===== src/hdl/assert_macros.svh =====
// assertion macros shared by the conversion block modules
`ifndef ASSERT_MACROS_SVH
`define ASSERT_MACROS_SVH

// concurrent check on clk, off while rst_n is low
`define AAQ_ASSERT(name, prop, msg) \
    name: assert property (@(posedge clk) disable iff (!rst_n) prop) else $error(msg);

// condition that must never be seen
`define AAQ_NEVER(name, cond, msg) \
    `AAQ_ASSERT(name, !(cond), msg)

`endif


===== src/hdl/aaq_pkg.sv =====
// shared types and constants of the axis-angle to quaternion block
package aaq_pkg;

    localparam int COMP_BITS        = 16;
    localparam int ANGLE_FIELD_BITS = 18;
    localparam int ANGLE_BITS       = 17;
    localparam int REM_BITS         = ANGLE_BITS - 2;
    localparam int FRAC_BITS        = COMP_BITS - 1;

    localparam int Q_FRAC  = 30;
    localparam int T_BITS  = 31;
    localparam int T2_BITS = 32;
    localparam int S_BITS  = 31;

    localparam logic [T_BITS-1:0] HALF_PI_Q30 = 31'd1686629713;
    localparam logic [S_BITS-1:0] Q30_ONE     = 31'h4000_0000;

    localparam int TERMS      = 7;
    localparam int SINCOS_LAT = 2 * TERMS + 2;

    localparam int QUEUE_DEPTH = 4;

    localparam int IN_TDATA_BITS  = ((3 * COMP_BITS + ANGLE_FIELD_BITS + 7) / 8) * 8;
    localparam int OUT_TDATA_BITS = ((4 * COMP_BITS + 7) / 8) * 8;

    typedef logic signed [COMP_BITS-1:0] comp_t;

    typedef enum logic [1:0] {
        QUAD_0,
        QUAD_1,
        QUAD_2,
        QUAD_3
    } quad_t;

    typedef struct packed {
        comp_t              axis_x;
        comp_t              axis_y;
        comp_t              axis_z;
        quad_t              quad;
        logic [T_BITS-1:0]  t;
    } item_t;

endpackage


===== src/hdl/aaq_front.sv =====
// input stage: splits the angle into quadrant and first-quadrant angle
`include "assert_macros.svh"

module aaq_front (
    input  logic                                   clk,
    input  logic                                   rst_n,
    input  logic                                   in_valid,
    output logic                                   in_ready,
    input  aaq_pkg::comp_t                         axis_x,
    input  aaq_pkg::comp_t                         axis_y,
    input  aaq_pkg::comp_t                         axis_z,
    input  logic [aaq_pkg::ANGLE_FIELD_BITS-1:0]   angle,
    output logic                                   enq,
    input  logic                                   enq_ready,
    output aaq_pkg::item_t                         enq_item
);

    localparam int PW = aaq_pkg::REM_BITS + aaq_pkg::T_BITS;

    logic                               valid_reg;
    logic                               valid_next;
    aaq_pkg::item_t                     item_reg;
    aaq_pkg::item_t                     item_next;
    logic [aaq_pkg::ANGLE_BITS-1:0]     phase;
    logic [aaq_pkg::REM_BITS-1:0]       rem;
    logic [PW-1:0]                      t_prod;

    assign phase  = angle[aaq_pkg::ANGLE_BITS-1:0];
    assign rem    = phase[aaq_pkg::REM_BITS-1:0];
    // rem * pi/2 in q30, rounded to nearest
    assign t_prod = PW'(rem) * PW'(aaq_pkg::HALF_PI_Q30)
                  + (PW'(1) << (aaq_pkg::REM_BITS - 1));

    always_comb
    begin
        item_next.axis_x = axis_x;
        item_next.axis_y = axis_y;
        item_next.axis_z = axis_z;
        item_next.quad   = aaq_pkg::quad_t'(phase[aaq_pkg::ANGLE_BITS-1 -: 2]);
        item_next.t      = t_prod[aaq_pkg::REM_BITS +: aaq_pkg::T_BITS];
    end

    assign in_ready   = !valid_reg || enq_ready;
    assign enq        = valid_reg && enq_ready;
    assign enq_item   = item_reg;
    assign valid_next = in_ready ? in_valid : valid_reg;

    always_ff @(posedge clk or negedge rst_n)
    begin
        if (!rst_n)
        begin
            valid_reg <= 1'b0;
        end
        else
        begin
            valid_reg <= valid_next;
        end
    end

    always_ff @(posedge clk)
    begin
        if (in_valid && in_ready)
        begin
            item_reg <= item_next;
        end
    end

    `AAQ_ASSERT(a_front_hold, (valid_reg && !enq_ready) |=> (valid_reg && $stable(item_reg)), "front item lost while queue full")

endmodule


===== config.mk =====
export PLATFORM = sky130hd
export DESIGN_NAME = aaq_front
export DESIGN_NICKNAME = d
export VERILOG_FILES = /design/src/hdl/aaq_pkg.sv /design/src/hdl/aaq_front.sv
export VERILOG_INCLUDE_DIRS = /design/src /design/src/hdl
export SDC_FILE = /design/constraint.sdc
export NUM_CORES = 1
export LEC_CHECK = 0
export BUFFER_PORTS_ARGS = -buffer_cell sky130_fd_sc_hd__buf_2
export CORE_ASPECT_RATIO = 0.6
export CORE_MARGIN = 2
export CORE_UTILIZATION = 59
export DETAILED_ROUTE_END_ITERATION = 8
export PLACE_DENSITY = 0.83
export SYNTH_ARGS = -nofsm -noshare
export SYNTH_HDL_FRONTEND = slang
export SYNTH_SLANG_ARGS = --single-unit

===== constraint.sdc =====
create_clock -name clk -period 3.75 [get_ports clk]
set_clock_uncertainty 0.15 [all_clocks]
set_input_delay 0.5625 -clock clk [delete_from_list [all_inputs] [get_ports clk]]
set_output_delay 0.5625 -clock clk [all_outputs]
set_load 0.02 [all_outputs]

==> reports/results.ini <==
[cts]
path_clk_slew_ns = 0.07
clockBufferDepth = 2
cts_tree = yes
clock_latency_ns = 0.35
cts_max_level = 3
root_buffer = clkbuf_16
cts_sinks = 82
numCtsBuffers = 9

[worst_setup_path]
cp_slowest_stage_delay_ns = 0.61
required_ns = 3.70
critPathArrivalTime_ns = 6.10
r2r_start = valid_reg
cp-start-kind = input port
endpoint_kind = register
crit_buf_inv = 6
crit_fanout = 3
r2r_slack_ns = 1.83
path_common_cell = fa_1
rr_worst_depth = 2
critical_path.top_delay_family = adder cells
cp_slowest_cell = fa_2
path_class = input port to register
rr_endpoint = enq_item[15]
path_cells = buf_8 -> fa_2 -> inv_2 -> fa_2 -> fa_1 -> inv_2 -> fa_1 -> inv_1 -> fa_1 -> fa_1 -> inv_2 -> ha_4 -> or3_1 -> a211o_1 -> a32o_2 -> and2_4 -> a211oi_4 -> buf_6 -> o31ai_4 -> a211oi_2 -> nor3_2

[synth]
synth-edff-count = 81
synth_nets = 1224
synth.top_cell.area_share_pct = 29.0
syn_area_per_cell_um2 = 11.6
syn_inst = 834
ys_async_sr_fraction_pct = 1.22
synthTopCellsByArea = fa_1 (29%), edfxtp_1 (25%), ha_1 (23%)
synth_area_leader_cell = fa_1
ys_ff_latch = 82
yosysWarnings = 0
seq_area_frac_synth_pct = 25.4
netlist_area_um2 = 9680
synth_cell_types = 52
synth_ff_type = edfxtp_1

[global_route]
grt_pass1_vias = 7817
antenna_found_initial = 0
track_usage_pct = 32.3
grt_first_pass_wirelength_um = 41700
grt_max_degree = 82
grt_overflow = 0

[floorplan]
design.portCount = 153
fp-row-count = 36
die_w_um = 169
dieArea_um2 = 17500
coreArea_um2 = 16100
dieHeight_um = 103
start_util_pct = 60.0

[min_path]
min_to = enq_item[36]
hold_start = axis_z[3]
hold_depth = 1
hp-class = input port to register

[cells_and_area]
largest_register_ffs = 81
nets = 1580
stdcell_count = 1404
num_antenna_cells = 0
drive_above_1_share_pct = 37.6
n_fill_cell = 963
areaGrowthSynthToFinish_pct = 34.7

[drt]
wirelength_um = 27000
vias = 7344
viasPerCell = 5.23
drc = 0
first_iter_violations = 528
final_antenna_net_count = 0
wl_per_cell_um = 19.2
first_pass_iters = 5

[sta]
min_period_over_period_pct = 164
fin_crit_ns = 6.16
slew_headroom_pct = 30.5
tightest_slew_ns = 1.04
setup_violations = 31
fin_ws_ns = -2.41
max_freq_ghz = 0.162
slew_violations = 0
rsz0062_at_grt = yes
hold_violations = 0

[run_status]
status = finished, violations left
violations = setup timing

[place]
dpl.cell_count = 1372
io_buffer_count = 151
place_ws_ns = -2.82
hpwl_um = 22300
place_congestion = 1.05

[job]
max_cap_violations = 0

==> worst register-to-register path, cell delays in order, from the launching register on <==
cell	delay [ns]
dfrtp_1	0.38
nand2b_1	0.11
and2_4	0.83
==> placed cells by master, fill, tap and decap left out, types with 3 or more instances in the layout <==
cell type  synthesis  routed
inv_1            233     219
buf_4              0     181
ha_1             180     167
buf_2              0     145
fa_1             140     133
edfxtp_1          81      81
a21oi_1           27      22
nor2_1            20      17
xnor2_1           21      17
buf_6              0      16
nand2_1           15      13
inv_2              0      12
a21o_1            11      11
nand3_1           10       9
ha_4               0       9
clkbuf_16          0       9
nand4_1            7       7
xor2_1             8       7
fa_2               0       7
a21oi_2            0       4
nor3_1             6       4
o21ai_2            0       4
o21a_1             5       4
xnor2_2            0       4
ha_2               0       4
or2_2              4       3
or3_1              4       3
nor2b_1            4       3
and2_1             4       3
o21ai_0            6       3
nand2b_1           3       3
inv_6              0       3
buf_8              0       3
==> metal layers <==
metal	up-vias	wire (um)	GRT usage (%)
met5	-	0	0
met1	3622	12300	45.4
met2	290	11900	52.0
met3	25	2600	8.83
met4	0	235	5.00
li1	3407	-	-
==> synth_stat cells, drive strengths merged, types with 5 or more instances <==
cell type and number:
o21a 5, nand3 10, and2 5, nor3 6
nand4 7, inv 233, fa 140, a21o 12
xor2 8, o21ai 10, ha 180, nor2 21
xnor2 21, nand2 15, edfxtp 81, a21oi 27
==> worst max-delay path by stage <==
stage               slack [ns]  depth (start not counted)            to     start
floorplan                -2.45                         19  enq_item[29]  angle[5]
global placement         -2.74                         18  enq_item[29]  angle[9]
detailed placement       -2.82                         20  enq_item[29]  angle[5]
CTS                      -2.38                         21  enq_item[25]  angle[4]
global route             -2.55                         21  enq_item[29]  angle[9]
finish                   -2.41                         21  enq_item[26]  angle[4]
==> cells by family after synthesis <==
group,synth area share [%]
fa+ha+maj,52.2
buf+inv,9.15
simple gates,4.38
compound gates,6.00
flops,25.4
xor+xnor,2.62
mux,0.207
==> layout make-up <==
cell class                      instances  area, um^2  share of cell area, %
Sequential cell                        82        2460                   18.9
Timing Repair Buffer                  348        2350                   18.0
Clock inverter                          7         105                  0.807
Clock buffer                            9         225                   1.73
Multi-Input combinational cell        516        6750                   51.8
Tap cell                              209         262                   2.01
Inverter                              233         885                   6.79
==> per-stage QoR <==
step                area [um^2]  util, %  TNS [ns]  hold WS, ns
finish                    13000     80.8    -61.21        0.233
global route              13000     80.8    -65.88        0.230
CTS                       12800     79.5    -60.18        0.228
detailed placement        12200     75.9    -75.11        0.189
global placement          12200     75.9    -73.13        0.188
floorplan                  9870        -    -58.27        0.117
==> what timing repair did <==
action / CTS / global route
endpoints found under the setup margin: 31 / 31
hold endpoints to repair: 1 / 0
pin swaps: 48 / 22
buffers inserted: 10 / 6
hold buffers: 1 / 0
resized for setup: 36 / 43
Power is left out: the tool's default activity adds up to more than one toggle a clock period on the data nets, which glitch-free logic cannot reach.
