$ cat config.mk
export PLATFORM = sky130hd
export DESIGN_NAME = aaq_queue
export DESIGN_NICKNAME = d
export VERILOG_FILES = /design/src/hdl/aaq_pkg.sv /design/src/hdl/aaq_queue.sv
export VERILOG_INCLUDE_DIRS = /design/src /design/src/hdl
export SDC_FILE = /design/constraint.sdc
export NUM_CORES = 1
export LEC_CHECK = 0
export BUFFER_PORTS_ARGS = -buffer_cell sky130_fd_sc_hd__buf_2
export CORE_UTILIZATION = 57
export CTS_CLUSTER_DIAMETER = 30
export DETAILED_ROUTE_END_ITERATION = 8
export GPL_ROUTABILITY_DRIVEN = 1
export MAX_ROUTING_LAYER = met4
export PLACE_DENSITY_LB_ADDON = 0.25
export RECOVER_POWER = 100
export SYNTH_ARGS = -nofsm -noshare
export SYNTH_HDL_FRONTEND = slang
export SYNTH_SLANG_ARGS = --single-unit
$ cat constraint.sdc
create_clock -name clk -period 3.7 [get_ports clk]
set_input_delay 0.74 -clock clk [delete_from_list [all_inputs] [get_ports clk]]
set_output_delay 0.74 -clock clk [all_outputs]
set_load 0.02 [all_outputs]
$ cat src/hdl/assert_macros.svh
// assertion macros shared by the conversion block modules
`ifndef ASSERT_MACROS_SVH
`define ASSERT_MACROS_SVH

// concurrent check on clk, off while rst_n is low
`define AAQ_ASSERT(name, prop, msg) \
    name: assert property (@(posedge clk) disable iff (!rst_n) prop) else $error(msg);

// condition that must never be seen
`define AAQ_NEVER(name, cond, msg) \
    `AAQ_ASSERT(name, !(cond), msg)

`endif

$ cat src/hdl/aaq_pkg.sv
// shared types and constants of the axis-angle to quaternion block
package aaq_pkg;

    localparam int COMP_BITS        = 16;
    localparam int ANGLE_FIELD_BITS = 18;
    localparam int ANGLE_BITS       = 17;
    localparam int REM_BITS         = ANGLE_BITS - 2;
    localparam int FRAC_BITS        = COMP_BITS - 1;

    localparam int Q_FRAC  = 30;
    localparam int T_BITS  = 31;
    localparam int T2_BITS = 32;
    localparam int S_BITS  = 31;

    localparam logic [T_BITS-1:0] HALF_PI_Q30 = 31'd1686629713;
    localparam logic [S_BITS-1:0] Q30_ONE     = 31'h4000_0000;

    localparam int TERMS      = 7;
    localparam int SINCOS_LAT = 2 * TERMS + 2;

    localparam int QUEUE_DEPTH = 4;

    localparam int IN_TDATA_BITS  = ((3 * COMP_BITS + ANGLE_FIELD_BITS + 7) / 8) * 8;
    localparam int OUT_TDATA_BITS = ((4 * COMP_BITS + 7) / 8) * 8;

    typedef logic signed [COMP_BITS-1:0] comp_t;

    typedef enum logic [1:0] {
        QUAD_0,
        QUAD_1,
        QUAD_2,
        QUAD_3
    } quad_t;

    typedef struct packed {
        comp_t              axis_x;
        comp_t              axis_y;
        comp_t              axis_z;
        quad_t              quad;
        logic [T_BITS-1:0]  t;
    } item_t;

endpackage

$ cat src/hdl/aaq_queue.sv
// short fifo between the front and the back pipeline
`include "assert_macros.svh"

module aaq_queue #(
    parameter int DEPTH = aaq_pkg::QUEUE_DEPTH
) (
    input  logic           clk,
    input  logic           rst_n,
    input  logic           push,
    output logic           push_ready,
    input  aaq_pkg::item_t push_item,
    output logic           pop_valid,
    input  logic           pop,
    output aaq_pkg::item_t pop_item
);

    localparam int PTR_BITS = $clog2(DEPTH);
    localparam int CNT_BITS = $clog2(DEPTH + 1);
    localparam logic [PTR_BITS-1:0] LAST_PTR   = PTR_BITS'(DEPTH - 1);
    localparam logic [CNT_BITS-1:0] FULL_COUNT = CNT_BITS'(DEPTH);

    aaq_pkg::item_t         entries_reg [DEPTH];
    logic [PTR_BITS-1:0]    wr_ptr_reg;
    logic [PTR_BITS-1:0]    wr_ptr_next;
    logic [PTR_BITS-1:0]    rd_ptr_reg;
    logic [PTR_BITS-1:0]    rd_ptr_next;
    logic [CNT_BITS-1:0]    count_reg;
    logic [CNT_BITS-1:0]    count_next;

    assign push_ready = (count_reg != FULL_COUNT);
    assign pop_valid  = (count_reg != '0);
    assign pop_item   = entries_reg[rd_ptr_reg];

    always_comb
    begin
        wr_ptr_next = wr_ptr_reg;
        rd_ptr_next = rd_ptr_reg;
        count_next  = count_reg;
        if (push)
        begin
            wr_ptr_next = (wr_ptr_reg == LAST_PTR) ? '0 : wr_ptr_reg + PTR_BITS'(1);
        end
        if (pop)
        begin
            rd_ptr_next = (rd_ptr_reg == LAST_PTR) ? '0 : rd_ptr_reg + PTR_BITS'(1);
        end
        if (push && !pop)
        begin
            count_next = count_reg + CNT_BITS'(1);
        end
        else if (pop && !push)
        begin
            count_next = count_reg - CNT_BITS'(1);
        end
    end

    always_ff @(posedge clk or negedge rst_n)
    begin
        if (!rst_n)
        begin
            wr_ptr_reg <= '0;
            rd_ptr_reg <= '0;
            count_reg  <= '0;
        end
        else
        begin
            wr_ptr_reg <= wr_ptr_next;
            rd_ptr_reg <= rd_ptr_next;
            count_reg  <= count_next;
        end
    end

    always_ff @(posedge clk)
    begin
        if (push)
        begin
            entries_reg[wr_ptr_reg] <= push_item;
        end
    end

    `AAQ_NEVER(a_no_overflow, push && (count_reg == FULL_COUNT), "push into full queue")
    `AAQ_NEVER(a_no_underflow, pop && (count_reg == '0), "pop from empty queue")

endmodule

==> tab_implementation.tex <==
\begin{tabular}{lr}
\hline
Metric & Value \\
\hline
\multicolumn{2}{l}{\textbf{Worst setup path}} \\
Critical path data required time & 2960 ps \\
Family with the most delay on the worst path & buffers and inverters \\
Kind of capture point of the worst setup path & primary output \\
Crit Path Max Fanout & 15 \\
Worst endpoint data arrival time & approximately 2500 ps \\
Crit path launch type & flip-flop \\
Delay of the slowest critical-path stage & 620 ps \\
Critical-path cell with the highest stage delay & sky130\_fd\_sc\_hd\_\_dfrtp\_4 \\
Number of buffers and inverters on the critical path & 2 \\
Worst Setup Path Type & reg -> out \\
List of cells traversed by the critical path & clkbuf\_2 > mux4\_2 > clkbuf\_1 \\
\multicolumn{2}{l}{\textbf{Cells and area}} \\
Count of fill cells added during filler insertion & 1,269 \\
Number of nets in the layout & $\sim$770 \\
Share of final-layout standard cells stronger than drive strength 1 & 26.3\% \\
Flip-flop count of the largest register, all copies and words added & $\sim$320 \\
Layout overhead on the synthesized area & 23.6\% \\
Commonest cells after routing, fill and taps aside & sky130\_fd\_sc\_hd\_\_edfxtp\_1, sky130\_fd\_sc\_hd\_\_clkbuf\_1, sky130\_fd\_sc\_hd\_\_mux4\_2, sky130\_fd\_sc\_hd\_\_clkbuf\_16, sky130\_fd\_sc\_hd\_\_bufinv\_16 \\
Commonest non-fill, non-tap cell in the layout & sky130\_fd\_sc\_hd\_\_edfxtp\_1 \\
\multicolumn{2}{l}{\textbf{Timing}} \\
Setup-failing EPs final & 0 \\
Min Tclk post-route & 3260 ps \\
Worst setup margin & around 440 ps \\
Final worst-path cycle share & approximately nine tenths \\
Final hold viol count & 0 \\
Unrepaired setup endpoints after global routing & no \\
Final total negative setup slack & 0 ps \\
Worst Max-Slew Pin Slew & 2460 ps \\
Final Slew Violations & between 100 and 150 \\
Fmax & approximately 310 MHz \\
Clock skew after layout & 19.4 ps \\
Relative max-transition margin & -63.9\% \\
\multicolumn{2}{l}{\textbf{Drt}} \\
Vias/cell & $\sim$5.7 \\
Overall via count from detail\_route & approximately 5,600 \\
Detailed-router iteration count before antenna repair & 5 \\
DR WL/cell & approximately 23 um \\
Count of antenna-violating nets left after detailed routing & 0 \\
Sum of routed wire length over all layers & 22.9 mm \\
Number of DRC violations after detailed-routing iteration 0 & about 320 \\
Post-route DRC violation count & 0 \\
\multicolumn{2}{l}{\textbf{GRT}} \\
Vias in the first global route & roughly 6,200 \\
Maximum number of pins on one net before global-route repair & 47 \\
Overflow after GRT & 0 \\
Wire length of the first global-routing pass & 34.5 mm \\
Number of antenna violations at the first check in global routing & 1 \\
Total global-route track usage & around 23\% \\
\multicolumn{2}{l}{\textbf{Job}} \\
Count of max-cap constraint violations & 3 \\
\multicolumn{2}{l}{\textbf{Logic synthesis}} \\
Post-synth top flop & sky130\_fd\_sc\_hd\_\_edfxtp\_1 \\
Synthesized flop and latch total & 331 \\
Number of enable-type register cells in the synthesized netlist & 324 \\
Sequential fraction of the synthesis area & between 80\% and 90\% \\
Number of nets in the synthesized netlist & between 500 and 600 \\
Ys Warns & 0 \\
Number of different library cells in the post-synthesis netlist & 17 \\
Netlist area before placement & $\sim$12,000 sq um \\
Number of standard cells after synthesis & 461 \\
Async S/R FF share, synth & 2.11\% \\
Average size of a mapped cell & 26.3 sq um \\
\multicolumn{2}{l}{\textbf{Clock network}} \\
Clock Pin Slew Worst Setup and Hold Paths & about 50 ps \\
CTS tree & built \\
Count of hold buffers inserted by post-cts repair & 0 \\
H-tree level count & 2 \\
Clock tree sinks & 331 \\
Setup repair bufs after CTS & 0 \\
Total of cells resized after clock tree synthesis & 0 \\
Clock root buffer & sky130\_fd\_sc\_hd\_\_clkbuf\_16 \\
Worst-skew pair later-pin latency & $\sim$560 ps \\
Number of buffers inserted during clock tree synthesis & 54 \\
Bufs on Longest Clock Path & 3 \\
\multicolumn{2}{l}{\textbf{Pwr}} \\
Total power density per cell area & $\sim$910 nW/um\^{}2 \\
IR Drop Worst-Case VDD & approximately 0.55 mV \\
Leak pwr & approximately 5 nW \\
\multicolumn{2}{l}{\textbf{Floorplan}} \\
Die area & around 22,000 sq um \\
I/O pin cnt & between 150 and 200 \\
Die Span X & approximately 150 um \\
Overall die height & approximately 150 um \\
Starting utilization of the core area & between 50 and 60\% \\
Core outline area & about 21,000 sq um \\
Floorplan row count & 52 \\
\multicolumn{2}{l}{\textbf{Hold path}} \\
Hold crit path type & in -> async \\
\multicolumn{2}{l}{\textbf{Place}} \\
Last weighted congestion value of the routability-driven placer & $\sim$0.73 \\
Post-DP HPWL & about 13 mm \\
Dpl ws & 1140 ps \\
PortBufs & 167 \\
\multicolumn{2}{l}{\textbf{Status}} \\
Outcome & finished, violations left \\
Violations in the final reports & capacitance limit, slew limit \\
\hline
\end{tabular}
per-layer routing:
layer	global-route usage (%)	vias to the layer above	part of all wire (%)	wire length [um]
li1	-	2437	-	-
met1	28.3	2960	40	9090
met2	37.5	210	52	11800
met3	4.81	39	6.6	1520
met4	7.27	0	2.2	506
met5	-	-	0	0
cells by family (layout without fill, tap and decap cells):
logic type | count (synthesis) | in the layout | synth area share [%]
AOI/OAI and AO/OA | 2 | 2 | 0.0827
xor gates and xnor gates | 3 | 3 | 0.217
adders and majority gates | 7 | 7 | 0.785
buffers and inverters | 22 | 281 | 1.30
DFF | 331 | 331 | 81.8
muxes | 84 | 84 | 15.3
other | 0 | 1 | 0
and+or+nand+nor | 12 | 12 | 0.475
synth_stat cells, drive strengths merged (2+ instances only):
cell / n / area [sq um]
and2: 4 / 25.0
buf: 18 / 143
dfrtp: 7 / 175
edfxtp: 324 / 9730
ha: 6 / 75.1
inv: 4 / 15.0
mux2: 3 / 33.8
mux4: 81 / 1820
nand2: 3 / 11.3
nor2: 4 / 15.0
o21ai: 2 / 10.0
xor2: 2 / 17.5
through the flow:
step | hold WS, ps | instances | util, % | instance area (sq um) | total power, mW
5_1_grt | 130 | 991 | 72.8 | 15000 | 14.0
3_3_place_gp | 472 | 890 | 64.7 | 13300 | 8.59
6_report | 106 | 991 | 72.8 | 15000 | 13.5
2_1_floorplan | 444 | 461 | - | 12100 | 7.60
3_5_place_dp | 483 | 890 | 64.7 | 13300 | 8.67
4_1_cts | 0.343 | 990 | 73.9 | 15200 | 13.8
path summary, 6_finish.rpt:
| path | slack [ps] | endpoint | cells after the start | start |
|---|---|---|---|---|
| max | 440 | pop_item[65] | 3 | rd_ptr_reg[0] |
| min | 110 | count_reg[0] | 1 | rst_n |
| max reg2reg | 590 | entries_reg[1][51] | 4 | wr_ptr_reg[1] |
| min reg2reg | 490 | count_reg[2] | 1 | count_reg[2] |
| max in group asynchronous | 3220 | rd_ptr_reg[0] | 1 | rst_n |
| min in group clk | 430 | entries_reg[1][75] | 1 | push_item[75] |
final cells by class:
class	instances	area, sq um	area share [%]
Sequential cell	331	9910	66.2
Multi-Input combinational cell	108	2050	13.7
Clock buffer	63	1400	9.32
Timing Repair Buffer	177	751	5.02
Clock inverter	37	500	3.35
Tap cell	270	338	2.26
Inverter	4	15.0	0.100
Antenna cell	1	2.50	0.0167
worst register-to-register path: stages, from the launching register on:
cell	delay (ps)
sky130_fd_sc_hd__dfrtp_1	400
sky130_fd_sc_hd__inv_1	100
sky130_fd_sc_hd__ha_1	140
sky130_fd_sc_hd__and2_1	1790
sky130_fd_sc_hd__buf_12	340
power by group:
group / switching [mW] / internal (mW) / total, mW
Combinational: 2.04 / 1.27 / 3.30
Clock: 1.77 / 3.36 / 5.13
Sequential: 0.267 / 4.84 / 5.11
No activity file was read; power rests on OpenSTA's default activity.
